<file path="src/rtl/cstb_pkg.sv">
// shared types and constants for the clipped sprite tint blit
// no dependencies; imported by every rtl file of the block
`default_nettype none

package cstb_pkg;

   localparam int PIXEL_W     = 16;
   localparam int POS_W       = 11;
   localparam int SIZE_W      = 10;
   localparam int TINT_W      = 2;
   localparam int COUNT_W     = 10;
   localparam int COORD_W     = 13;
   localparam int WIN_X_W     = 9;
   localparam int WIN_Y_W     = 8;
   localparam int CSR_INDEX_W = 3;
   localparam int CSR_DATA_W  = 11;

   // register indexes on the csr port
   localparam logic [CSR_INDEX_W-1:0] CSR_POS_X         = 3'd0;
   localparam logic [CSR_INDEX_W-1:0] CSR_POS_Y         = 3'd1;
   localparam logic [CSR_INDEX_W-1:0] CSR_SPRITE_WIDTH  = 3'd2;
   localparam logic [CSR_INDEX_W-1:0] CSR_SPRITE_HEIGHT = 3'd3;
   localparam logic [CSR_INDEX_W-1:0] CSR_TINT_MODE     = 3'd4;

   // tint codes
   localparam logic [TINT_W-1:0] TINT_PASS  = 2'd0;
   localparam logic [TINT_W-1:0] TINT_RED   = 2'd1;
   localparam logic [TINT_W-1:0] TINT_GREEN = 2'd2;

   localparam logic [COUNT_W-1:0] ROW_MAX = '1;

   // pixel held in the input stage with its place in the sprite
   typedef struct packed {
      logic [PIXEL_W-1:0] pixel;
      logic [COUNT_W-1:0] col;
      logic [COUNT_W-1:0] row;
   } beat_type;

   // clipped screen window in signed screen coordinates
   typedef struct packed {
      logic signed [COORD_W-1:0] x1;
      logic signed [COORD_W-1:0] y1;
      logic signed [COORD_W-1:0] x2;
      logic signed [COORD_W-1:0] y2;
      logic                      nonempty;
   } window_type;

   typedef struct packed {
      logic [PIXEL_W-1:0] out_pixel;
      logic [WIN_X_W-1:0] win_left;
      logic [WIN_Y_W-1:0] win_top;
      logic [WIN_X_W-1:0] win_right;
      logic [WIN_Y_W-1:0] win_bottom;
      logic               last_visible;
   } result_type;

endpackage

`default_nettype wire

</file>
<file path="src/rtl/cstb_window.sv">
// clipped screen window, recomputed from the placement registers each cycle
// depends on cstb_pkg
`default_nettype none

module cstb_window
   import cstb_pkg::*;
#(
   parameter int SCREEN_WIDTH  = 320,
   parameter int SCREEN_HEIGHT = 240
) (
   input  wire logic                    clock,
   input  wire logic signed [POS_W-1:0] pos_x,
   input  wire logic signed [POS_W-1:0] pos_y,
   input  wire logic [SIZE_W-1:0]       sprite_width,
   input  wire logic [SIZE_W-1:0]       sprite_height,
   output window_type                   win_ff
);

   localparam logic signed [COORD_W-1:0] X_MAX = COORD_W'(SCREEN_WIDTH - 1);
   localparam logic signed [COORD_W-1:0] Y_MAX = COORD_W'(SCREEN_HEIGHT - 1);

   logic signed [COORD_W-1:0] px, py, w, h, x_end, y_end;
   window_type                win_in;

   always_comb begin
      px    = COORD_W'(pos_x);
      py    = COORD_W'(pos_y);
      w     = signed'({{(COORD_W-SIZE_W){1'b0}}, sprite_width});
      h     = signed'({{(COORD_W-SIZE_W){1'b0}}, sprite_height});
      x_end = px + w - 13'sd1;
      y_end = py + h - 13'sd1;
      win_in.x1 = px[COORD_W-1] ? '0 : px;
      win_in.y1 = py[COORD_W-1] ? '0 : py;
      win_in.x2 = (x_end > X_MAX) ? X_MAX : x_end;
      win_in.y2 = (y_end > Y_MAX) ? Y_MAX : y_end;
      win_in.nonempty = (win_in.x1 <= win_in.x2) && (win_in.y1 <= win_in.y2);
   end

   always_ff @(posedge clock) begin
      win_ff <= win_in;
   end

endmodule

`default_nettype wire

</file>
<file path="config.mk">
export PLATFORM = sky130hd
export DESIGN_NAME = cstb_window
export DESIGN_NICKNAME = d
export VERILOG_FILES = /design/src/rtl/cstb_pkg.sv /design/src/rtl/cstb_window.sv
export SDC_FILE = /design/constraint.sdc
export NUM_CORES = 1
export LEC_CHECK = 0
export BUFFER_PORTS_ARGS = -buffer_cell sky130_fd_sc_hd__buf_2
export CAP_MARGIN = 25
export CORE_UTILIZATION = 50
export CTS_CLUSTER_DIAMETER = 60
export DETAILED_ROUTE_END_ITERATION = 10
export GPL_TIMING_DRIVEN = 0
export PLACE_DENSITY = 0.8
export SLEW_MARGIN = 40
export SYNTH_ARGS = -nofsm -noshare
export SYNTH_HDL_FRONTEND = slang
export SYNTH_SLANG_ARGS = --single-unit
</file>
<file path="constraint.sdc">
create_clock -name clock -period 5.2 [get_ports clock]
set_input_delay 0.52 -clock clock [delete_from_list [all_inputs] [get_ports clock]]
set_output_delay 0.52 -clock clock [all_outputs]
set_load 0.05 [all_outputs]
</file>
Word level (Yosys, flattened, before mapping)

Cells that the tools add are included.

Register bits: 47
Input bits: 43

Add/sub/neg operators: 4
$lt $le $gt $ge: 4
Muxes and demuxes: 4
Reduce and logical (&&, ||, !) cells: 1

Operators by type and width:

| cell                                                 | number |
|---|---|
| <= comparator 11 x 13 -> 1 bit                       | 2 |
| 2-to-1 mux 13 bit                                    | 2 |
| subtractor 12 x 2 -> 13 bit, second input constant   | 2 |
| adder 11 x 11 -> 12 bit                              | 2 |
| 2-to-1 mux 10 bit                                    | 2 |
| > comparator 13 x 10 -> 1 bit, second input constant | 1 |
| > comparator 13 x 9 -> 1 bit, second input constant  | 1 |
| logical AND 1 bit                                    | 1 |

Logic depth before layout (Yosys ltp)

Depth in word-level cells: 6
Gate-level depth with buffers: 19

Least setup slack after synthesis

No wires, ideal clock.

Kind: input -> register
From: input port pos_y[1]
To: register win_ff[0] (netlist name)
Setup time: 0.092 ns
Data arrival time: 3.870 ns
Data required time: 5.108 ns
Slack: 1.238 ns
Cell stages on the path: 18
Buffers on the path: 0
Cell sequence: inv_1 -> ha_1 -> inv_1 -> ha_1 -> fa_1 -> a21o_1 -> a311o_1 -> a211oi_2 -> nor2_1 -> nor4_1 -> a21o_1 -> ha_1 -> nor2b_1 -> o21ai_0 -> a21oi_1 -> o211ai_1 -> a21oi_1 -> nor4_1

RTL lines:

| what                   | RTL line          | source |
|---|---|---|
| start: declaration     | cstb_window.sv:13 | `input wire logic signed [POS_W-1:0] pos_y,` |
| end signal: assignment | cstb_window.sv:40 | `win_ff <= win_in;` |
| end: declaration       | cstb_window.sv:16 | `output window_type win_ff` |

==> flow_metrics.env <==
export IMPL_outcome="complete, no violations"
export IMPL_drtIter0Drc=154
export IMPL_final_layout_size_suffix_gt1_frac=0.216
export IMPL_cts_setup_buffers=0
export IMPL_synth_async_reset_ratio=0
export IMPL_fin_crit_sh=0.811
export IMPL_setup_viol=0
export IMPL_avgViaCountPerCell=5.25
export IMPL_cts_sinks=47
export IMPL_p_leak_nw=2.35
export IMPL_total_power_mw=1.51
export IMPL_rsz0062_at_grt="no"
export IMPL_dr_pass1_iters=5
export IMPL_die_h_um=86.9
export IMPL_numPortBuffers=87
export IMPL_largest_reg_flops=47
export IMPL_ios=96
export IMPL_required_ns=5.40
export IMPL_cts_htree_levels=2
export IMPL_crit_arrival_ns=4.42
export IMPL_synth_top_area_cell="dfxtp_1"
export IMPL_grt_pass1_vias=2999
export IMPL_synthDistinctLibCells=57
export IMPL_fp_dieArea_mm2=0.00754
export IMPL_grtUsageTotal=0.223
export IMPL_top_register="win_ff"
export IMPL_die_x_um=86.9
export IMPL_min_period_ns=4.21
export IMPL_syn_to_final_growth_pct=18.4
export IMPL_dr_total_vias=3344
export IMPL_grt_pass1_wl_um=13200
export IMPL_postCtsHoldBufs=0
export IMPL_synthTopCellsByArea="dfxtp_1, ha_1, inv_1"
export IMPL_ant_nets=0
export IMPL_fp_row_count=30
export IMPL_remaining_drc_errors=0
export IMPL_grt_overflow_total=0
export IMPL_synth_seq_cells=47
export IMPL_synth_seq_area_share=0.261
export IMPL_pwr_density_cell_mw_per_mm2=354
export IMPL_antenna_found_initial=0
export IMPL_crit_path_max_fanout=5
export IMPL_cts_root_buf="clkbuf_8"
export IMPL_cp_end_kind="register"
export IMPL_clkTransAtPathRegs_ns=0.10
export IMPL_cts_tree="yes"
export IMPL_fmax_ghz=0.237
export IMPL_synth_edf_count=0
export IMPL_final_max_slew_viol_count=0
export IMPL_antennaDiodeCount=0
export IMPL_clk_path_buf_depth=2
export IMPL_setup_slack_ns=0.985
export IMPL_dp_hpwl_um=6990
export IMPL_syn_avg_cell_area_um2=8.16
export IMPL_start_kind="input port"
export IMPL_cp_startpoint="pos_y[1]"
export IMPL_hold_path_startpoint="pos_x[0]"
export IMPL_reg_largest_list="win_ff x47"
export IMPL_slew_headroom=0.536
export IMPL_floorplan_initialDensity=0.524
export IMPL_place_gp_congestion=0.898
export IMPL_cts_buffers=5
export IMPL_synthCells=441
export IMPL_drt_total_wl_um=8310
export IMPL_core_area_mm2=0.00687
export IMPL_ir_drop_uv=138
export IMPL_synth_warnings=0
export IMPL_hold_class="input port to register"
export IMPL_fillCellCount=637
export IMPL_avgRoutedWirePerCell_um=13.0
export IMPL_totalNegativeSetupSlack_ns=0
export IMPL_synth_area_mm2=0.00360
export IMPL_tightest_slew_ns=0.693
export IMPL_ctsResizeCount=0
export IMPL_final_hold_violation_count=0
export IMPL_maxCapViolations=0
export IMPL_dp_slack_ns=0.722
export IMPL_synthFlopType="dfxtp_1"
export IMPL_grt_max_degree=16
export IMPL_worstSetupPathType="input port to register"
export IMPL_synth_top_cell_area_share=0.261
export IMPL_final_nets=645
## worst paths after layout
kind	to	slack, ns	depth (start not counted)
max	win_ff[0]$_DFF_P_	0.99	19
min	win_ff[40]$_DFF_P_	0.46	3
## layout make-up
type / count / area, µm² / area share
multi-input combinational: 286 / 2230 / 0.523
sequential: 47 / 941 / 0.221
timing repair buffer: 87 / 435 / 0.102
inverter: 97 / 364 / 0.0854
tap: 96 / 120 / 0.0282
buffer: 16 / 85.1 / 0.0200
clock buffer: 6 / 72.6 / 0.0170
clock inverter: 2 / 16.3 / 0.00382
## routing by layer
layer | GRT usage | vias to the layer above | routed length (µm)
li1 | - | 1702 | -
met4 | 0.0561 | 0 | 92
met1 | 0.284 | 1554 | 3800
met5 | 0 | - | 0
met3 | 0.0275 | 7 | 309
met2 | 0.399 | 81 | 4100
## worst max-delay path, cell delays in order
cell      delay [ns]
buf_2           0.08
inv_1           0.04
ha_1            0.26
inv_1           0.04
ha_1            0.25
fa_1            0.42
a21o_1          0.21
a311o_1         0.40
a211oi_2        0.30
nor2_1          0.18
nor4b_2         0.35
a22oi_1         0.15
ha_1            0.24
a21o_1          0.17
a21oi_1         0.18
o21ai_0         0.12
o211ai_1        0.17
a21oi_1         0.11
nor4_1          0.22
## cell usage after synthesis (5+ instances only)
cell type  count
inv_1         97
o211ai_1      11
o21ai_0       14
a21o_1        14
o211a_1        6
a21oi_1       20
nand2_1        9
buf_4          6
nor2b_1        5
nor2_1        40
nand3_1        5
ha_1          60
a211o_1        5
dfxtp_1       47
clkbuf_1       8
a211oi_1       6
nor3_1         6
o21a_1         5
xnor2_1        5
## power breakdown
part           internal, mW  leakage (nW)  switching, mW
registers             0.423         0.392         0.0150
logic                 0.265          1.92          0.579
clock network        0.0968        0.0418          0.129
total                 0.784          2.35          0.723
## per-stage QoR
step | cells | instance area [µm²] | util | hold slack [ns]
after floorplan | 446 | 3620 | - | 0.637
after global placement | 629 | 4170 | 0.608 | 0.755
after detailed placement | 629 | 4170 | 0.608 | 0.762
after CTS | 637 | 4260 | 0.621 | 0.443
after global routing | 637 | 4260 | 0.621 | 0.475
final | 637 | 4260 | 0.621 | 0.456
## cell families (layout without fill, tap and decap cells)
family,after synthesis,in the layout,share of synthesized area
simple gates,93,93,0.131
buf+inv,113,208,0.125
flops,47,47,0.261
other cells,1,6,0.00104
xor+xnor,9,9,0.0219
fa+ha+maj,62,62,0.220
compound gates,116,116,0.240
## placed cells by master (no fill, tap or decap), drive strengths merged, types with 12 or more instances in the layout
cell,n
buf,95
o211ai,12
nor2,41
a21oi,20
clkbuf,14
a21o,14
ha,60
inv,98
o21ai,16
dfxtp,47
No activity file was read; power rests on OpenSTA's default activity.
