[src/rtl/cstb_pkg.sv]
// shared types and constants for the clipped sprite tint blit
// no dependencies; imported by every rtl file of the block
`default_nettype none

package cstb_pkg;

   localparam int PIXEL_W     = 16;
   localparam int POS_W       = 11;
   localparam int SIZE_W      = 10;
   localparam int TINT_W      = 2;
   localparam int COUNT_W     = 10;
   localparam int COORD_W     = 13;
   localparam int WIN_X_W     = 9;
   localparam int WIN_Y_W     = 8;
   localparam int CSR_INDEX_W = 3;
   localparam int CSR_DATA_W  = 11;

   // register indexes on the csr port
   localparam logic [CSR_INDEX_W-1:0] CSR_POS_X         = 3'd0;
   localparam logic [CSR_INDEX_W-1:0] CSR_POS_Y         = 3'd1;
   localparam logic [CSR_INDEX_W-1:0] CSR_SPRITE_WIDTH  = 3'd2;
   localparam logic [CSR_INDEX_W-1:0] CSR_SPRITE_HEIGHT = 3'd3;
   localparam logic [CSR_INDEX_W-1:0] CSR_TINT_MODE     = 3'd4;

   // tint codes
   localparam logic [TINT_W-1:0] TINT_PASS  = 2'd0;
   localparam logic [TINT_W-1:0] TINT_RED   = 2'd1;
   localparam logic [TINT_W-1:0] TINT_GREEN = 2'd2;

   localparam logic [COUNT_W-1:0] ROW_MAX = '1;

   // pixel held in the input stage with its place in the sprite
   typedef struct packed {
      logic [PIXEL_W-1:0] pixel;
      logic [COUNT_W-1:0] col;
      logic [COUNT_W-1:0] row;
   } beat_type;

   // clipped screen window in signed screen coordinates
   typedef struct packed {
      logic signed [COORD_W-1:0] x1;
      logic signed [COORD_W-1:0] y1;
      logic signed [COORD_W-1:0] x2;
      logic signed [COORD_W-1:0] y2;
      logic                      nonempty;
   } window_type;

   typedef struct packed {
      logic [PIXEL_W-1:0] out_pixel;
      logic [WIN_X_W-1:0] win_left;
      logic [WIN_Y_W-1:0] win_top;
      logic [WIN_X_W-1:0] win_right;
      logic [WIN_Y_W-1:0] win_bottom;
      logic               last_visible;
   } result_type;

endpackage

`default_nettype wire

[src/rtl/cstb_emit.sv]
// visibility test, tint and result register
// depends on cstb_pkg
`default_nettype none

module cstb_emit
   import cstb_pkg::*;
(
   input  wire logic                    clock,
   input  wire logic                    reset,
   input  wire logic                    stage_valid,
   input  wire beat_type                stage,
   input  wire window_type              win,
   input  wire logic signed [POS_W-1:0] pos_x,
   input  wire logic signed [POS_W-1:0] pos_y,
   input  wire logic [SIZE_W-1:0]       sprite_width,
   input  wire logic [SIZE_W-1:0]       sprite_height,
   input  wire logic [TINT_W-1:0]       tint_mode,
   input  wire logic                    out_ready,
   output logic                         advance,
   output logic                         out_valid_ff,
   output result_type                   result_ff
);

   function automatic logic [PIXEL_W-1:0] apply_tint(input logic [PIXEL_W-1:0] p,
                                                     input logic [TINT_W-1:0] mode);
      logic [4:0] r;
      logic [5:0] g;
      logic [4:0] b;
      logic [PIXEL_W-1:0] q;
      r = p[15:11];
      g = p[10:5];
      b = p[4:0];
      case (mode)
         TINT_RED:   q = {r[3:0], 1'b0, 1'b0, g[5:1], b};
         TINT_GREEN: q = {2'b00, r[4:2], g, 1'b0, b[4:1]};
         default:    q = p;
      endcase
      return q;
   endfunction

   logic signed [COORD_W-1:0] sx, sy;
   logic                      visible, out_valid_in;
   result_type                result_in;

   always_comb begin
      sx = COORD_W'(pos_x) + signed'({{(COORD_W-COUNT_W){1'b0}}, stage.col});
      sy = COORD_W'(pos_y) + signed'({{(COORD_W-COUNT_W){1'b0}}, stage.row});
      visible = win.nonempty && (stage.col < sprite_width) && (stage.row < sprite_height)
                && (sx >= win.x1) && (sx <= win.x2) && (sy >= win.y1) && (sy <= win.y2);
      advance = !out_valid_ff || out_ready;
      result_in.out_pixel    = apply_tint(stage.pixel, tint_mode);
      result_in.win_left     = win.x1[WIN_X_W-1:0];
      result_in.win_top      = win.y1[WIN_Y_W-1:0];
      result_in.win_right    = win.x2[WIN_X_W-1:0];
      result_in.win_bottom   = win.y2[WIN_Y_W-1:0];
      result_in.last_visible = (sx == win.x2) && (sy == win.y2);
      out_valid_in = advance ? (stage_valid && visible) : out_valid_ff;
   end

   always_ff @(posedge clock) begin
      if (reset) begin
         out_valid_ff <= 1'b0;
      end else begin
         out_valid_ff <= out_valid_in;
      end
      if (advance && stage_valid && visible) begin
         result_ff <= result_in;
      end
   end

   a_no_result_from_nothing: assert property (@(posedge clock) disable iff (reset)
      (!out_valid_ff && !stage_valid) |=> !out_valid_ff)
      else $error("result appeared with no pixel in flight");

endmodule

`default_nettype wire

[config.mk]
export PLATFORM = sky130hd
export DESIGN_NAME = cstb_emit
export DESIGN_NICKNAME = d
export VERILOG_FILES = /design/src/rtl/cstb_pkg.sv /design/src/rtl/cstb_emit.sv
export SDC_FILE = /design/constraint.sdc
export NUM_CORES = 1
export LEC_CHECK = 0
export ABC_AREA = 1
export BUFFER_PORTS_ARGS = -buffer_cell sky130_fd_sc_hd__buf_4
export CAP_MARGIN = 20
export CORE_UTILIZATION = 45
export CTS_CLUSTER_DIAMETER = 30
export CTS_CLUSTER_SIZE = 12
export DETAILED_ROUTE_END_ITERATION = 7
export PLACE_DENSITY_LB_ADDON = 0.2
export SLEW_MARGIN = 20
export SYNTH_ARGS = -nofsm -noshare
export SYNTH_HDL_FRONTEND = slang
export SYNTH_SLANG_ARGS = --single-unit
[constraint.sdc]
create_clock -name clock -period 6.4 [get_ports clock]
set_clock_uncertainty 0.2 [all_clocks]
set_input_delay 0.96 -clock clock [delete_from_list [all_inputs] [get_ports clock]]
set_output_delay 0.96 -clock clock [all_outputs]
set_load 0.02 [all_outputs]
Yosys cells after proc, flatten, opt, wreduce, memory -nomap -nowiden
Cells that the tools add are included.

Word-level logic and storage cells: 32. Register bits: 52. Bits of input ports: 137. Output and inout bits: 53.

Add/subtract/negate cells: 2. Eq/ne operators: 4. $lt $le $gt $ge: 6. Muxes and demuxes: 1. Reductions and logical operators: 12.

Operators by type and width (number): 16-bit case mux with 2 select lines (1); 12-bit by 13-bit equality test with 1-bit output (2); 12-bit by 13-bit greater-or-equal comparator with 1-bit output (2); 12-bit by 13-bit <= comparator with 1-bit output (2); 11-bit by 11-bit adder with 12-bit output (2); 10-bit less-than comparator (2); 1-bit logical AND (10); 2-bit by 1-bit equality test with 1-bit output (second input constant) (1); 2-bit equality test (second input constant) (1); 1-bit zero test (1); 1-bit logical OR (1).

Depth between registers and ports, before layout
Depth after elaboration: 8. Mapped depth: 24. Depth with buffers taken out: 24.

Worst setup path after synthesis
Ideal clock, no wire load.

Path kind: in2reg. Start point: input port stage[10] (netlist bit). End point: register result_ff[0] (netlist bit), enable pin. Required time: 5.740 ns. Arrival time: 5.375 ns. Setup slack: 0.365 ns. Stages on the path: 24. Library setup time: 0.460 ns. Cells stage by stage: ha_1 -> inv_1 -> fa_1 -> inv_1 -> a21oi_1 -> o21ai_1 -> nand2_1 -> nand2_1 -> a21oi_1 -> nand2_1 -> nand2_1 -> ha_1 -> nand2_1 -> nor2_1 -> nand2_1 -> nor2_1 -> nand2_1 -> nand2_1 -> nand2_1 -> nand3_1 -> nand2_1 -> nor2_2 -> nand3_2 -> nor2_1.

Word-level cells in the longest chain between the ends: 8. Elaborated cells between the ends (all ways): 11. Classes of those cells: 1 x add/sub; 3 x order compare; 7 x reduce/logical.

Ends and longest elaborated chain: start, declared (RTL line cstb_emit.sv:11) `input wire beat_type stage,`; branches (longest 4 deep; another with 12-bit by 13-bit greater-or-equal comparator with 1-bit output); 1-bit logical AND * (3 in series) (RTL line cstb_emit.sv:49) `&& (sx >= win.x1) && (sx <= win.x2) && (sy >= win.y1) && (sy <= win.y2);`; 1-bit logical AND * (RTL line cstb_emit.sv:66) `if (advance && stage_valid && visible) begin`; end signal, assigned (RTL line cstb_emit.sv:67) `result_ff <= result_in;`; end, declared (RTL line cstb_emit.sv:21) `output result_type result_ff`.

Mark *: on every way between the ends. A chain may end at the register's enable or synchronous reset.

Worst setup path after layout
Start point: input port stage[16] (netlist bit). End point: register result_ff[16] (netlist bit), enable pin.

Same word-level chain as after synthesis.

==> impl_metrics.env <==
export IMPL_status="complete, no violations"
export IMPL_cts_root_buf="clkbuf_8"
export IMPL_gp_congestion=0.870
export IMPL_hold_class="flip-flop to flip-flop"
export IMPL_post_cts_buffers=0
export IMPL_rsz0062_at_grt="no"
export IMPL_cts_resized_gates=0
export IMPL_critPathRequiredTime_ns=6.14
export IMPL_fin_util_pct=64.2
export IMPL_cts_tree="done"
export IMPL_wl_per_cell_um=12.1
export IMPL_diodes=0
export IMPL_drc=0
export IMPL_yosysTopAreaCell="edfxtp_1"
export IMPL_synth_flop_cell="edfxtp_1"
export IMPL_dieArea_um2=10800
export IMPL_clk_pin_slew_ns=0.08
export IMPL_fin_nets=1006
export IMPL_final_cell_area_um2=6390
export IMPL_cts_buffers=5
export IMPL_final_max_slew_viol_count=0
export IMPL_worstPathArrival_ns=4.46
export IMPL_met3_usage_pct=3.20
export IMPL_ant_nets=0
export IMPL_clkLatencyLatePin_ns=0.30
export IMPL_finalCritPeriodShare_pct=73.8
export IMPL_postCtsHoldBufs=0
export IMPL_synth_top_area_share_pct=32.7
export IMPL_clkPwrFrac_pct=21.7
export IMPL_grt_pass1_vias=4234
export IMPL_drt_iter0_markers=214
export IMPL_rows=36
export IMPL_cts_buffer_depth=2
export IMPL_finalWorstPathRequiredPeriod_ns=4.72
export IMPL_worstPathMaxFanout=50
export IMPL_stdcell_count=909
export IMPL_synthTopCellsByArea="edfxtp_1 33%, ha_1 25%, inv_1 11%, nand2_1 8.6%, a21oi_1 3.8%"
export IMPL_power_total_mw=0.993
export IMPL_dp_cells=901
export IMPL_antenna_found_initial=0
export IMPL_yosysMostFrequentCell="inv_1"
export IMPL_viasPerCell=4.83
export IMPL_vdd_drop_max_v=0.0000996
export IMPL_io_pins=190
export IMPL_dpl_worst_slack_ns=1.38
export IMPL_avgSynthCellArea_um2=8.11
export IMPL_grt_usage_pct=20.2
export IMPL_setup_ws_ns=1.68
export IMPL_power_leakage_nw=3.47
export IMPL_maxSlewHeadroom_pct=58.6
export IMPL_swShare_pct=32.4
export IMPL_max_cap_violations=0
export IMPL_start_kind="input port"
export IMPL_report_final_hold_viol_count=0
export IMPL_synth_area_um2=4690
export IMPL_clock_sinks=52
export IMPL_p_int_mw=0.671
export IMPL_worstMarginPinSlew_ns=0.621
export IMPL_yosysSeqAreaShare_pct=33.1
export IMPL_fin_hold_ws_ns=0.417
export IMPL_area_growth_pct=36.4
export IMPL_wl_mm=11.0
export IMPL_die_h_um=104
export IMPL_io_buffers=189
export IMPL_setup_violations=0
export IMPL_core_area_um2=9950
export IMPL_finalSetupTns_ns=0
export IMPL_async_reset_ff_share_pct=0
export IMPL_synth_warnings=0
export IMPL_placed_area_um2=6290
export IMPL_fmax_mhz=212
export IMPL_die_w_um=104
export IMPL_power_switching_mw=0.322
export IMPL_cts_htree_levels=2
export IMPL_grt_max_degree=51
export IMPL_combPwrFrac_pct=40.3
export IMPL_postSynthCellCount=578
export IMPL_vias=4394
export IMPL_drtPass1Iterations=4
export IMPL_end_kind="flip-flop"
export IMPL_powerDensity_nw_per_um2=155
export IMPL_initial_utilization_pct=47.1
export IMPL_top_usage_layer="met2"
export IMPL_grt_overflow_total=0
export IMPL_seqPwrFrac_pct=38.0
export IMPL_use_met1_pct=25.7
export IMPL_hpwl_mm=9.57
export IMPL_grt_pass1_wl_mm=18.0
export IMPL_path_class="input port to flip-flop"
export IMPL_synth_edf_count=51
export IMPL_synthTopCellsByCount="142 x inv_1, 107 x nand2_1, 92 x ha_1"
export IMPL_synth_fp_nets=809
export IMPL_grtUsageMet2_pct=34.8
export IMPL_synth_ff_latch_count=52
export IMPL_yosys_cell_types_count=34
export IMPL_layout_drive_gt1_share_pct=26.8
power by group through the flow:
stage,logic (mW),clock network (mW),registers (mW)
after floorplan,0.254,0,0.387
after global placement,0.381,0,0.385
after detailed placement,0.397,0,0.385
after CTS,0.399,0.222,0.377
after global routing,0.457,0.231,0.377
final,0.400,0.216,0.377
area by class of cell:
class | count | area [um2]
Sequential cell | 52 | 1550
Tap cell | 133 | 166
Clock buffer | 5 | 68.8
Fill cell | 857 | 3560
Inverter | 144 | 541
Timing Repair Buffer | 190 | 1430
Multi-Input combinational cell | 382 | 2600
Clock inverter | 3 | 37.5
worst max-delay path, cell delays in order:
cell and delay (ns):
buf_4 0.12, ha_1 0.34, a21oi_1 0.17, o21ai_0 0.10
a21oi_1 0.20, o21ai_1 0.10, nand2_1 0.06, inv_1 0.05
nor3_1 0.47, ha_1 0.36, nand2_1 0.09, nor2_1 0.07
nand2_1 0.07, nor2_1 0.04, nor2_1 0.13, nand3_1 0.09
nand3_1 0.10, nand2_1 0.06, nor2_2 0.10, nand3_2 0.12
nor2_4 0.11, buf_4 0.51
metal layers:
metal	share of wire (%)	wire length, um
met5	0	0
met4	1.9	209
met3	7.2	791
met2	46	5030
met1	45	4930
registers in the layout, indices dropped and copies added (netlist names):
signal and cells:
out_valid_ff 1, result_ff 51
cell families (layout without fill, tap and decap cells):
group | Yosys count | count (layout) | share of synthesized area (%)
fa+ha+maj | 94 | 94 | 25.4
buf+inv | 144 | 342 | 11.5
compound gates | 79 | 79 | 9.61
simple gates | 193 | 193 | 17.3
xor+xnor | 16 | 16 | 2.99
flops | 52 | 52 | 33.1
final timing paths:
path | startpoint | endpoint | slack, ns | depth (start not counted)
min | out_valid_ff | out_valid_ff | 0.42 | 4
max reg2reg | out_valid_ff | result_ff[16] | 4.76 | 4
max | stage[16] | result_ff[16] | 1.68 | 22
min reg2reg | out_valid_ff | out_valid_ff | 0.42 | 4
cell usage in the layout (no fill, tap or decap), types with 3 or more instances in the layout:
master,n
a21oi_1,36
buf_4,190
clkbuf_8,5
edfxtp_1,51
ha_1,92
inv_1,142
nand2_1,107
nand3_1,25
nor2_1,40
nor3_1,9
o21ai_0,13
o21ai_1,5
o21bai_1,3
o22ai_1,9
xnor2_1,6
xor2_1,10
Power figures use the tool's default switching activity.
