File: src/rtl/cstb_pkg.sv
// shared types and constants for the clipped sprite tint blit
// no dependencies; imported by every rtl file of the block
`default_nettype none

package cstb_pkg;

   localparam int PIXEL_W     = 16;
   localparam int POS_W       = 11;
   localparam int SIZE_W      = 10;
   localparam int TINT_W      = 2;
   localparam int COUNT_W     = 10;
   localparam int COORD_W     = 13;
   localparam int WIN_X_W     = 9;
   localparam int WIN_Y_W     = 8;
   localparam int CSR_INDEX_W = 3;
   localparam int CSR_DATA_W  = 11;

   // register indexes on the csr port
   localparam logic [CSR_INDEX_W-1:0] CSR_POS_X         = 3'd0;
   localparam logic [CSR_INDEX_W-1:0] CSR_POS_Y         = 3'd1;
   localparam logic [CSR_INDEX_W-1:0] CSR_SPRITE_WIDTH  = 3'd2;
   localparam logic [CSR_INDEX_W-1:0] CSR_SPRITE_HEIGHT = 3'd3;
   localparam logic [CSR_INDEX_W-1:0] CSR_TINT_MODE     = 3'd4;

   // tint codes
   localparam logic [TINT_W-1:0] TINT_PASS  = 2'd0;
   localparam logic [TINT_W-1:0] TINT_RED   = 2'd1;
   localparam logic [TINT_W-1:0] TINT_GREEN = 2'd2;

   localparam logic [COUNT_W-1:0] ROW_MAX = '1;

   // pixel held in the input stage with its place in the sprite
   typedef struct packed {
      logic [PIXEL_W-1:0] pixel;
      logic [COUNT_W-1:0] col;
      logic [COUNT_W-1:0] row;
   } beat_type;

   // clipped screen window in signed screen coordinates
   typedef struct packed {
      logic signed [COORD_W-1:0] x1;
      logic signed [COORD_W-1:0] y1;
      logic signed [COORD_W-1:0] x2;
      logic signed [COORD_W-1:0] y2;
      logic                      nonempty;
   } window_type;

   typedef struct packed {
      logic [PIXEL_W-1:0] out_pixel;
      logic [WIN_X_W-1:0] win_left;
      logic [WIN_Y_W-1:0] win_top;
      logic [WIN_X_W-1:0] win_right;
      logic [WIN_Y_W-1:0] win_bottom;
      logic               last_visible;
   } result_type;

endpackage

`default_nettype wire

File: src/rtl/cstb_position.sv
// raster position counters and the input stage register
// depends on cstb_pkg
`default_nettype none

module cstb_position
   import cstb_pkg::*;
(
   input  wire logic               clock,
   input  wire logic               reset,
   input  wire logic               accept,
   input  wire logic [PIXEL_W-1:0] src_pixel,
   input  wire logic               frame_start,
   input  wire logic [SIZE_W-1:0]  sprite_width,
   input  wire logic               advance,
   output beat_type                stage_ff,
   output logic                    stage_valid_ff
);

   logic [COUNT_W-1:0] col_ff, row_ff, col_in, row_in, col_cur, row_cur;
   logic [COUNT_W:0]   col_inc;
   logic               stage_valid_in;
   beat_type           stage_in;

   always_comb begin
      col_cur = frame_start ? '0 : col_ff;
      row_cur = frame_start ? '0 : row_ff;
      col_inc = {1'b0, col_cur} + 11'd1;
      col_in  = col_ff;
      row_in  = row_ff;
      if (accept) begin
         if (col_inc >= {1'b0, sprite_width}) begin
            col_in = '0;
            row_in = (row_cur == ROW_MAX) ? row_cur : row_cur + 10'd1;
         end else begin
            col_in = col_inc[COUNT_W-1:0];
            row_in = row_cur;
         end
      end
      stage_in.pixel = src_pixel;
      stage_in.col   = col_cur;
      stage_in.row   = row_cur;
      if (accept) begin
         stage_valid_in = 1'b1;
      end else if (advance) begin
         stage_valid_in = 1'b0;
      end else begin
         stage_valid_in = stage_valid_ff;
      end
   end

   always_ff @(posedge clock) begin
      if (reset) begin
         col_ff         <= '0;
         row_ff         <= '0;
         stage_valid_ff <= 1'b0;
      end else begin
         col_ff         <= col_in;
         row_ff         <= row_in;
         stage_valid_ff <= stage_valid_in;
      end
      if (accept) begin
         stage_ff <= stage_in;
      end
   end

   a_frame_start_zero: assert property (@(posedge clock) disable iff (reset)
      (accept && frame_start) |=> (stage_valid_ff && stage_ff.col == '0 && stage_ff.row == '0))
      else $error("frame start beat not placed at sprite origin");

   a_row_saturates: assert property (@(posedge clock) disable iff (reset)
      (accept && !frame_start && row_ff == ROW_MAX) |=> (row_ff == ROW_MAX))
      else $error("row counter wrapped past its ceiling");

endmodule

`default_nettype wire

File: config.mk
export PLATFORM = sky130hd
export DESIGN_NAME = cstb_position
export DESIGN_NICKNAME = d
export VERILOG_FILES = /design/src/rtl/cstb_pkg.sv /design/src/rtl/cstb_position.sv
export SDC_FILE = /design/constraint.sdc
export NUM_CORES = 1
export LEC_CHECK = 0
export ABC_AREA = 1
export BUFFER_PORTS_ARGS = -buffer_cell sky130_fd_sc_hd__buf_2
export CAP_MARGIN = 0
export CORE_UTILIZATION = 25
export DETAILED_ROUTE_END_ITERATION = 16
export GPL_TIMING_DRIVEN = 0
export REMOVE_ABC_BUFFERS = 1
export SYNTH_ARGS = -nofsm -noshare
export SYNTH_HDL_FRONTEND = slang
export SYNTH_SLANG_ARGS = --single-unit
File: constraint.sdc
create_clock -name clock -period 3 [get_ports clock]
set_input_delay 0.15 -clock clock [delete_from_list [all_inputs] [get_ports clock]]
set_output_delay 0.15 -clock clock [all_outputs]
set_load 0.02 [all_outputs]
# Yosys cells after proc, flatten, opt, wreduce, memory -nomap -nowiden

Index checks and enable logic that the tools add are counted.

Input bits: 31
Bits in registers: 57
Logic and storage cells: 18

$add $sub $neg: 2
Muxes and demuxes: 7
Reduce and logical (&&, ||, !) cells: 1
Equality and inequality tests: 1
$lt $le $gt $ge: 1

Operators with widths:

| kind                                          | number |
|---|---|
| 2-to-1 mux 10 bit                             | 5 |
| adder 10 x 1 -> 11 bit, second input constant | 1 |
| greater-or-equal comparator 11 x 10 -> 1 bit  | 1 |
| adder 10 x 1 -> 10 bit, second input constant | 1 |
| == test 10 bit, second input constant         | 1 |
| 2-to-1 mux 1 bit                              | 2 |
| nonzero test 2 bit                            | 1 |

# Depth between registers and ports, before layout

Gate-level depths: netlist (run 1).

Word-level depth: 4
Depth in mapped cells: 21
Depth with buffers taken out: 20

# Worst setup path after synthesis (run 1)

OpenSTA, ideal clock, no wires.

Path kind: reg2reg
From: reg col_ff[0]
To: reg row_ff[3]
Clock period less this slack: 2.464 ns
Setup time: 0.113 ns
Cell stages (with the launch flop): 17
Required time: 2.887 ns
Arrival: 2.350 ns
Path slack: 0.536 ns
Cells stage by stage: dfxtp_1 -> inv_1 -> nor2_1 -> ha_1 -> nand4_1 -> xnor2_1 -> ha_1 -> nand2_1 -> nor3_1 -> nand2_1 -> nand3_1 -> nand2_1 -> nand2_8 -> buf_8 -> nand3_2 -> o21ai_1 -> nor2_1

Word-level cells in the longest chain between the ends: 4

RTL lines:

| item                                         | line                | source |
|---|---|---|
| from (decl)                                  | cstb_position.sv:19 | `logic [COUNT_W-1:0] col_ff, row_ff, col_in, row_in, col_cur, row_cur;` |
| from (signal assigned)                       | cstb_position.sv:57 | `col_ff <= col_in;` |
| 2-to-1 mux 10 bit                            | cstb_position.sv:25 | `col_cur = frame_start ? '0 : col_ff;` |
| named net col_cur[0]                         | cstb_position.sv:19 |  |
| adder 10 x 1 -> 11 bit                       | cstb_position.sv:27 | `col_inc = {1'b0, col_cur} + 11'd1;` |
| greater-or-equal comparator 11 x 10 -> 1 bit | cstb_position.sv:31 | `if (col_inc >= {1'b0, sprite_width}) begin` |
| 2-to-1 mux 10 bit                            | cstb_position.sv:31 |  |
| to (signal assigned)                         | cstb_position.sv:58 | `row_ff <= row_in;` |
| to (decl)                                    | cstb_position.sv:19 |  |

The timed path passes the listed nets, and every way through them passes these cells.
A chain may end at the register's enable or synchronous reset.

# Final worst setup path (run 1)

From: reg col_ff[2]
To: reg col_ff[0]

Word-level cells in the longest chain between the ends: 4

RTL lines:

| item                                         | line |
|---|---|
| 2-to-1 mux 10 bit                            | cstb_position.sv:25 |
| named net col_cur[2]                         | cstb_position.sv:19 |
| adder 10 x 1 -> 11 bit                       | cstb_position.sv:27 |
| greater-or-equal comparator 11 x 10 -> 1 bit | cstb_position.sv:31 |
| 2-to-1 mux 10 bit                            | cstb_position.sv:31 |

The timed path passes the listed nets, and every way through them passes these cells.

==> reports/metrics.yaml, run 1 <==
critPathLaunch: "col_ff[2]"
antenna_found_initial: 0
drtIter0Drc: 110
cts.sinks: 57
fin_worst_skew_ps: 6.91
io_pins: 68
status: "complete, no violations"
detail-route-antenna-nets: 0
clockRootBuffer: "clkbuf_16"
antennaDiodeCount: 0
critPathMaxFanout: 14
r2r-start: "col_ff[2]"
routed_wl_microns: 6510
crit_end: "col_ff[0]"
place_area_sq_um: 3330
hpwl_microns: 4550
grt_max_degree: 52
tritoncts: "done"
yosys.area.top_type: "edfxtp_1"
drc: 0
cts.clk_slew.worst_paths_ps: 50
die_h_microns: 109
ff2ff_path_depth: 17
yosys_register_bits: 57
holdWs_ps: 7.14
critPathKind: "register to register"
slew_headroom: 0.278
reg2reg_slack_ps: 230
via_per_inst: 4.24
use_met2: 0.199
hold_class: "input port to register"
dp_slack_ps: -11.7
final_cell_mix: "nand2_1, buf_2, inv_1"
startpoint_type: "register"
rows: 38
final_area_sq_um: 3730
die_x_microns: 109
tightest_slew_ps: 1080
drive_gt1_frac: 0.249
grtUsageMet3: 0.0221
layout_setup_ws_ps: 228
slew_viol_final: 0
yosysSeqAreaShare: 0.523
firstDrtPassIters: 4
synth.area.top_cells: "edfxtp_1, dfxtp_1, nand2_1"
die_area_sq_um: 11900
overflow: 0
timing.rr.end: "col_ff[0]"
fin_crit_sh: 0.924
grt.met1_usage: 0.131
rsz0062_at_grt: "no"
utilization: 0.339
fp.coreArea_sq_um: 11000
timing.fmax_mhz: 361
crit_arrival_ps: 3020
worst_ep_required_time_ps: 3250
layout.nets: 451
grt-busiest-layer: "met2"
grt_pass1_wl_microns: 10400
clkLatencyLatePin_ps: 330
cts_max_path_buffers: 2
min_period_ps: 2770
p_leak_uw: 0.00167
syn_area_sq_um: 2870
ys_warn_count: 0
track_usage: 0.114
synth_cells: 324
synth.top_cell.area_share: 0.376
routabilityCongestion: 0.816
synth_area_per_cell_sq_um: 8.86
cts_buffers: 9
port_buffers: 67
first_global_vias: 2253
ys_types: 32
hold_viol: 0
syn_to_final_growth_pct: 30.1
vias: 2344
worst_setup_path_end_kind: "register"
post_cts_buffers: 0
ir_worst_vdd_uv: 271
setup_viol: 0
start_util: 0.260
final_common_cell: "nand2_1"
cap_violations: 0
wire_per_inst_microns: 11.8
power.density_nw_per_um2: 509
h-tree-depth: 3
finalPower_uw: 1900
## per-stage QoR
step,std cells,TNS [ps]
after global placement,524,0
after detailed placement,524,-19.8
after CTS,553,0
after global routing,553,0
final,553,0
after floorplan,317,0
## flip-flops by register name (all words and copies together) (netlist names)
| signal | flops |
|---|---|
| row_ff | 10 |
| stage_ff | 36 |
| col_ff | 10 |
| stage_valid_ff | 1 |
## power by group
group | internal, uW | total (uW) | switching, uW | leakage [uW]
Combinational | 55.3 | 155 | 99.2 | 0.00101
Clock | 547 | 874 | 326 | 0.000130
Sequential | 867 | 874 | 7.66 | 0.000529
## metal layers
| metal | share of wire | wire [microns] | vias up |
|---|---|---|---|
| met2 | 0.49 | 3180 | 69 |
| met4 | 0.022 | 146 | 0 |
| met3 | 0.059 | 385 | 14 |
| met1 | 0.43 | 2790 | 1040 |
| met5 | 0 | 0 | - |
| li1 | - | - | 1221 |
## how the worst min path moves through the flow
stage | startpoint | endpoint | slack [ps] | depth (start not counted)
after global placement | src_pixel[6] | stage_ff[26] | 330 | 1
after global routing | src_pixel[8] | stage_ff[28] | 2 | 1
final | src_pixel[3] | stage_ff[23] | 7 | 1
after floorplan | reset | row_ff[6] | 210 | 1
after CTS | src_pixel[3] | stage_ff[23] | 0.2 | 1
after detailed placement | src_pixel[13] | stage_ff[33] | 330 | 1
## what timing repair did
item / 4_1_cts / 5_1_grt
setup endpoints to repair: 0 / 20
hold buffers: 13 / 0
hold endpoints to repair: 13 / 0
resized for setup: 0 / 5
## worst max-delay path, stage by stage (launching register included)
cell and delay (ps):
dfxtp_1 320, inv_1 50, nor2_2 170, nand3_1 150, inv_1 110, nand3_1 140
nor2_1 180, nand3_1 90, nand2_1 60, nand2_1 80, ha_1 310, nand4_1 120
o21bai_2 100, nor2_4 260, nand2_8 140, nor2_8 180, o21ai_1 100, a21oi_1 130
## logic make-up after synthesis
kind of cell / count (synthesis) / synth area share
AND/OR/NAND/NOR: 159 / 0.262
buffers and inverters: 62 / 0.0885
flip-flops: 57 / 0.523
AO/OA/AOI/OAI: 26 / 0.0501
adder cells (fa/ha/maj): 12 / 0.0523
XOR/XNOR: 8 / 0.0244
## cell usage after synthesis
cell type and n:
xnor2_1 2, o21ai_2 1, nor2_1 29, nand4_1 9, buf_1 1, o21bai_1 1
a21oi_1 17, nand2_8 1, nor2_8 1, clkinv_1 2, nor2_2 2, nor2_4 3
nand3_2 2, clkbuf_1 2, nand2_2 2, nand3b_1 2, buf_8 1, nor3_1 2
a21oi_2 2, nand3_4 1, inv_2 3, ha_1 12, buf_6 1, nand3_1 25
edfxtp_1 36, nand2_1 80, o21ai_1 3, xor2_1 6, inv_1 50, o21ai_0 2
buf_2 2, dfxtp_1 21
## area by class of cell
class	instances	area [sq um]
clock buffers	11	233
flip-flops and latches	57	1500
well taps	140	175
inverters	55	206
repair buffers	80	465
multi-input cells	205	1130
fillers	1140	7300
clock inverters	5	23.8
Power figures use the tool's default switching activity.
==> run 2: changes to the inputs <==
CTS_BUF_LIST = sky130_fd_sc_hd__clkbuf_8   (was not set)
==> run 2 against run 1 <==
Net effect:
- setup slack better by 17 ps
- non-clock buffer count grew 3
- die area stayed put
- clock-buffer cell count down 2
- cell area is 1.9% lower
- clock power fell by 34%
- power shrank 16%
- utilization shrank 0.65 points
- via count rose by 1.0%
- largest cell class unchanged
- largest power group unchanged
==> reports/metrics.yaml, run 2 (synthesis results as in run 1) <==
status: "complete, no violations"  # unchanged
r2r-start: "col_ff[2]"  # unchanged
cts.sinks: 57  # unchanged
firstDrtPassIters: 4  # unchanged
critPathKind: "register to register"  # unchanged
cap_violations: 0  # unchanged
cp_cell_sequence: "inv_1 > nor2_2 > nand3_1 > inv_1 > nand3_1 > nor2_1 > nand3_1 > nand2_1 > nand2_1 > ha_1 > nand4_1 > o21bai_2 > nor2_4 > nand2_8 > nor2_8 > o21ai_1 > a21oi_1"  # unchanged
startpoint_type: "register"  # unchanged
h-tree-depth: 3  # unchanged
layout_setup_ws_ps: 244  # was 228 ps
hold_viol: 0  # unchanged
rsz0062_at_grt: "no"  # unchanged
power.density_nw_per_um2: 438  # was 509 nW/um^2
reg2reg_slack_ps: 240  # was 230 ps
drtIter0Drc: 105  # was 110
hold_class: "input port to register"  # unchanged
routabilityCongestion: 0.816  # unchanged
post_cts_buffers: 0  # unchanged
vias: 2368  # was 2344
final_cell_mix: "nand2_1, buf_2, inv_1"  # unchanged
largestRegisters: "stage_ff x36, col_ff x10, row_ff x10"  # unchanged
drive_gt1_frac: 0.248  # was 0.249
cp_num_buf_inv: 2  # unchanged
regMostFlops: "stage_ff"  # unchanged
finalPower_uw: 1600  # was 1900 uW
slew_viol_final: 0  # unchanged
rows: 38  # unchanged
tritoncts: "done"  # unchanged
die_area_sq_um: 11900  # unchanged
die_x_microns: 109  # unchanged
dp_slack_ps: -11.7  # unchanged
grt_pass1_wl_microns: 10300  # was 10400 microns
port_buffers: 67  # unchanged
antenna_found_initial: 0  # unchanged
hp-start: "advance"  # was src_pixel[3]
max_stage_delay_ps: 320  # about the same
fp.coreArea_sq_um: 11000  # unchanged
grt_max_degree: 52  # unchanged
tightest_slew_ps: 1080  # about the same
timing.fmax_mhz: 363  # was 361 MHz
crit_arrival_ps: 3020  # about the same
final_area_sq_um: 3660  # was 3730 sq um
die_h_microns: 109  # unchanged
start_util: 0.260  # unchanged
fin_worst_skew_ps: 7.10  # was 6.91 ps
cp_common_cell: "nand3_1"  # unchanged
worst_ep_required_time_ps: 3270  # was 3250 ps
overflow: 0  # unchanged
place_area_sq_um: 3330  # unchanged
ff2ff_path_depth: 17  # unchanged
setup_viol: 0  # unchanged
critPathTopFamily: "simple AND/OR/NAND/NOR gates"  # unchanged
hold_end: "stage_valid_ff"  # was stage_ff[23]
ir_worst_vdd_uv: 204  # was 271 uV
wire_per_inst_microns: 11.6  # was 11.8 microns
worst_path_max_delay_cell: "dfxtp_1"  # unchanged
track_usage: 0.113  # was 0.114
fin_crit_sh: 0.919  # was 0.924
hpwl_microns: 4550  # unchanged
timing.rr.end: "col_ff[0]"  # unchanged
slew_headroom: 0.278  # about the same
holdWs_ps: 68.9  # was 7.14 ps
drc: 0  # unchanged
io_pins: 68  # unchanged
syn_to_final_growth_pct: 27.6  # was 30.1%
hold_path_depth: 4  # was 1
clkLatencyLatePin_ps: 340  # was 330 ps
routed_wl_microns: 6440  # was 6510 microns
first_global_vias: 2264  # was 2253
layout.nets: 454  # was 451
critPathMaxFanout: 14  # unchanged
cts.clk_slew.worst_paths_ps: 60  # was 50 ps
largest_reg_flops: 36  # unchanged
clockRootBuffer: "clkbuf_8"  # was clkbuf_16
via_per_inst: 4.26  # was 4.24
antennaDiodeCount: 0  # unchanged
min_period_ps: 2760  # was 2770 ps
p_leak_uw: 0.00164  # was 0.00167 uW
worst_setup_path_end_kind: "register"  # unchanged
fillers: 1143  # was 1140
detail-route-antenna-nets: 0  # unchanged
cts_buffers: 9  # unchanged
final_common_cell: "nand2_1"  # unchanged
cts_max_path_buffers: 2  # unchanged
-- run 2: cell count changes in the layout (fill, tap and decap cells not counted), sizes merged --
cell	previous run	this run
dlygate4sd3	13	16
clkbuf	11	9
inv	53	55
-- run 2: worst max-delay path by stage --
| stage | end | cells after the start | start |
|---|---|---|---|
| after floorplan | row_ff[0] | 15 | col_ff[0] |
| after global placement | col_ff[0] | 17 | frame_start |
| after detailed placement | col_ff[0] | 17 | frame_start |
| after CTS | col_ff[0] | 17 | col_ff[0] |
| after global routing | col_ff[2] | 15 | col_ff[0] |
| final | col_ff[0] | 17 | col_ff[2] |
-- run 2: worst min-delay path: stages --
cell     delay, ps
buf_2           70
inv_1           30
nand2_1         50
a21oi_1         50
-- run 2: through the flow --
step / utilization / setup TNS (ps) / instances
6_report: 0.332 / 0 / 556
5_1_grt: 0.332 / 0 / 556
4_1_cts: 0.331 / 0 / 556
3_5_place_dp: 0.302 / -19.8 / 524
3_3_place_gp: 0.302 / 0 / 524
2_1_floorplan: - / 0 / 317
-- run 2: layer usage --
| metal | share of wire | track usage |
|---|---|---|
| met1 | 0.44 | 0.130 |
| met2 | 0.49 | 0.195 |
| met3 | 0.052 | 0.0233 |
| met4 | 0.024 | 0.0657 |
| met5 | 0 | 0 |
-- run 2: final cells by class --
cell class	count	area [sq um]	share of cell area
Sequential cell	57	1500	0.410
Multi-Input combinational cell	205	1130	0.308
Timing Repair Buffer	83	495	0.135
Inverter	55	206	0.0564
Tap cell	140	175	0.0478
Clock buffer	9	124	0.0338
Clock inverter	7	31.3	0.00854
-- run 2: power by group --
group          switching (uW)  internal (uW)
registers                7.74            865
logic                    99.8           57.8
clock network             291            284
total                     399           1210
-- run 2: timing repair --
| action | 4_1_cts | 5_1_grt |
|---|---|---|
| resized for setup | 0 | 5 |
| endpoints found under the hold margin | 16 | 0 |
| hold buffers | 16 | 0 |
| setup endpoints to repair | 0 | 20 |
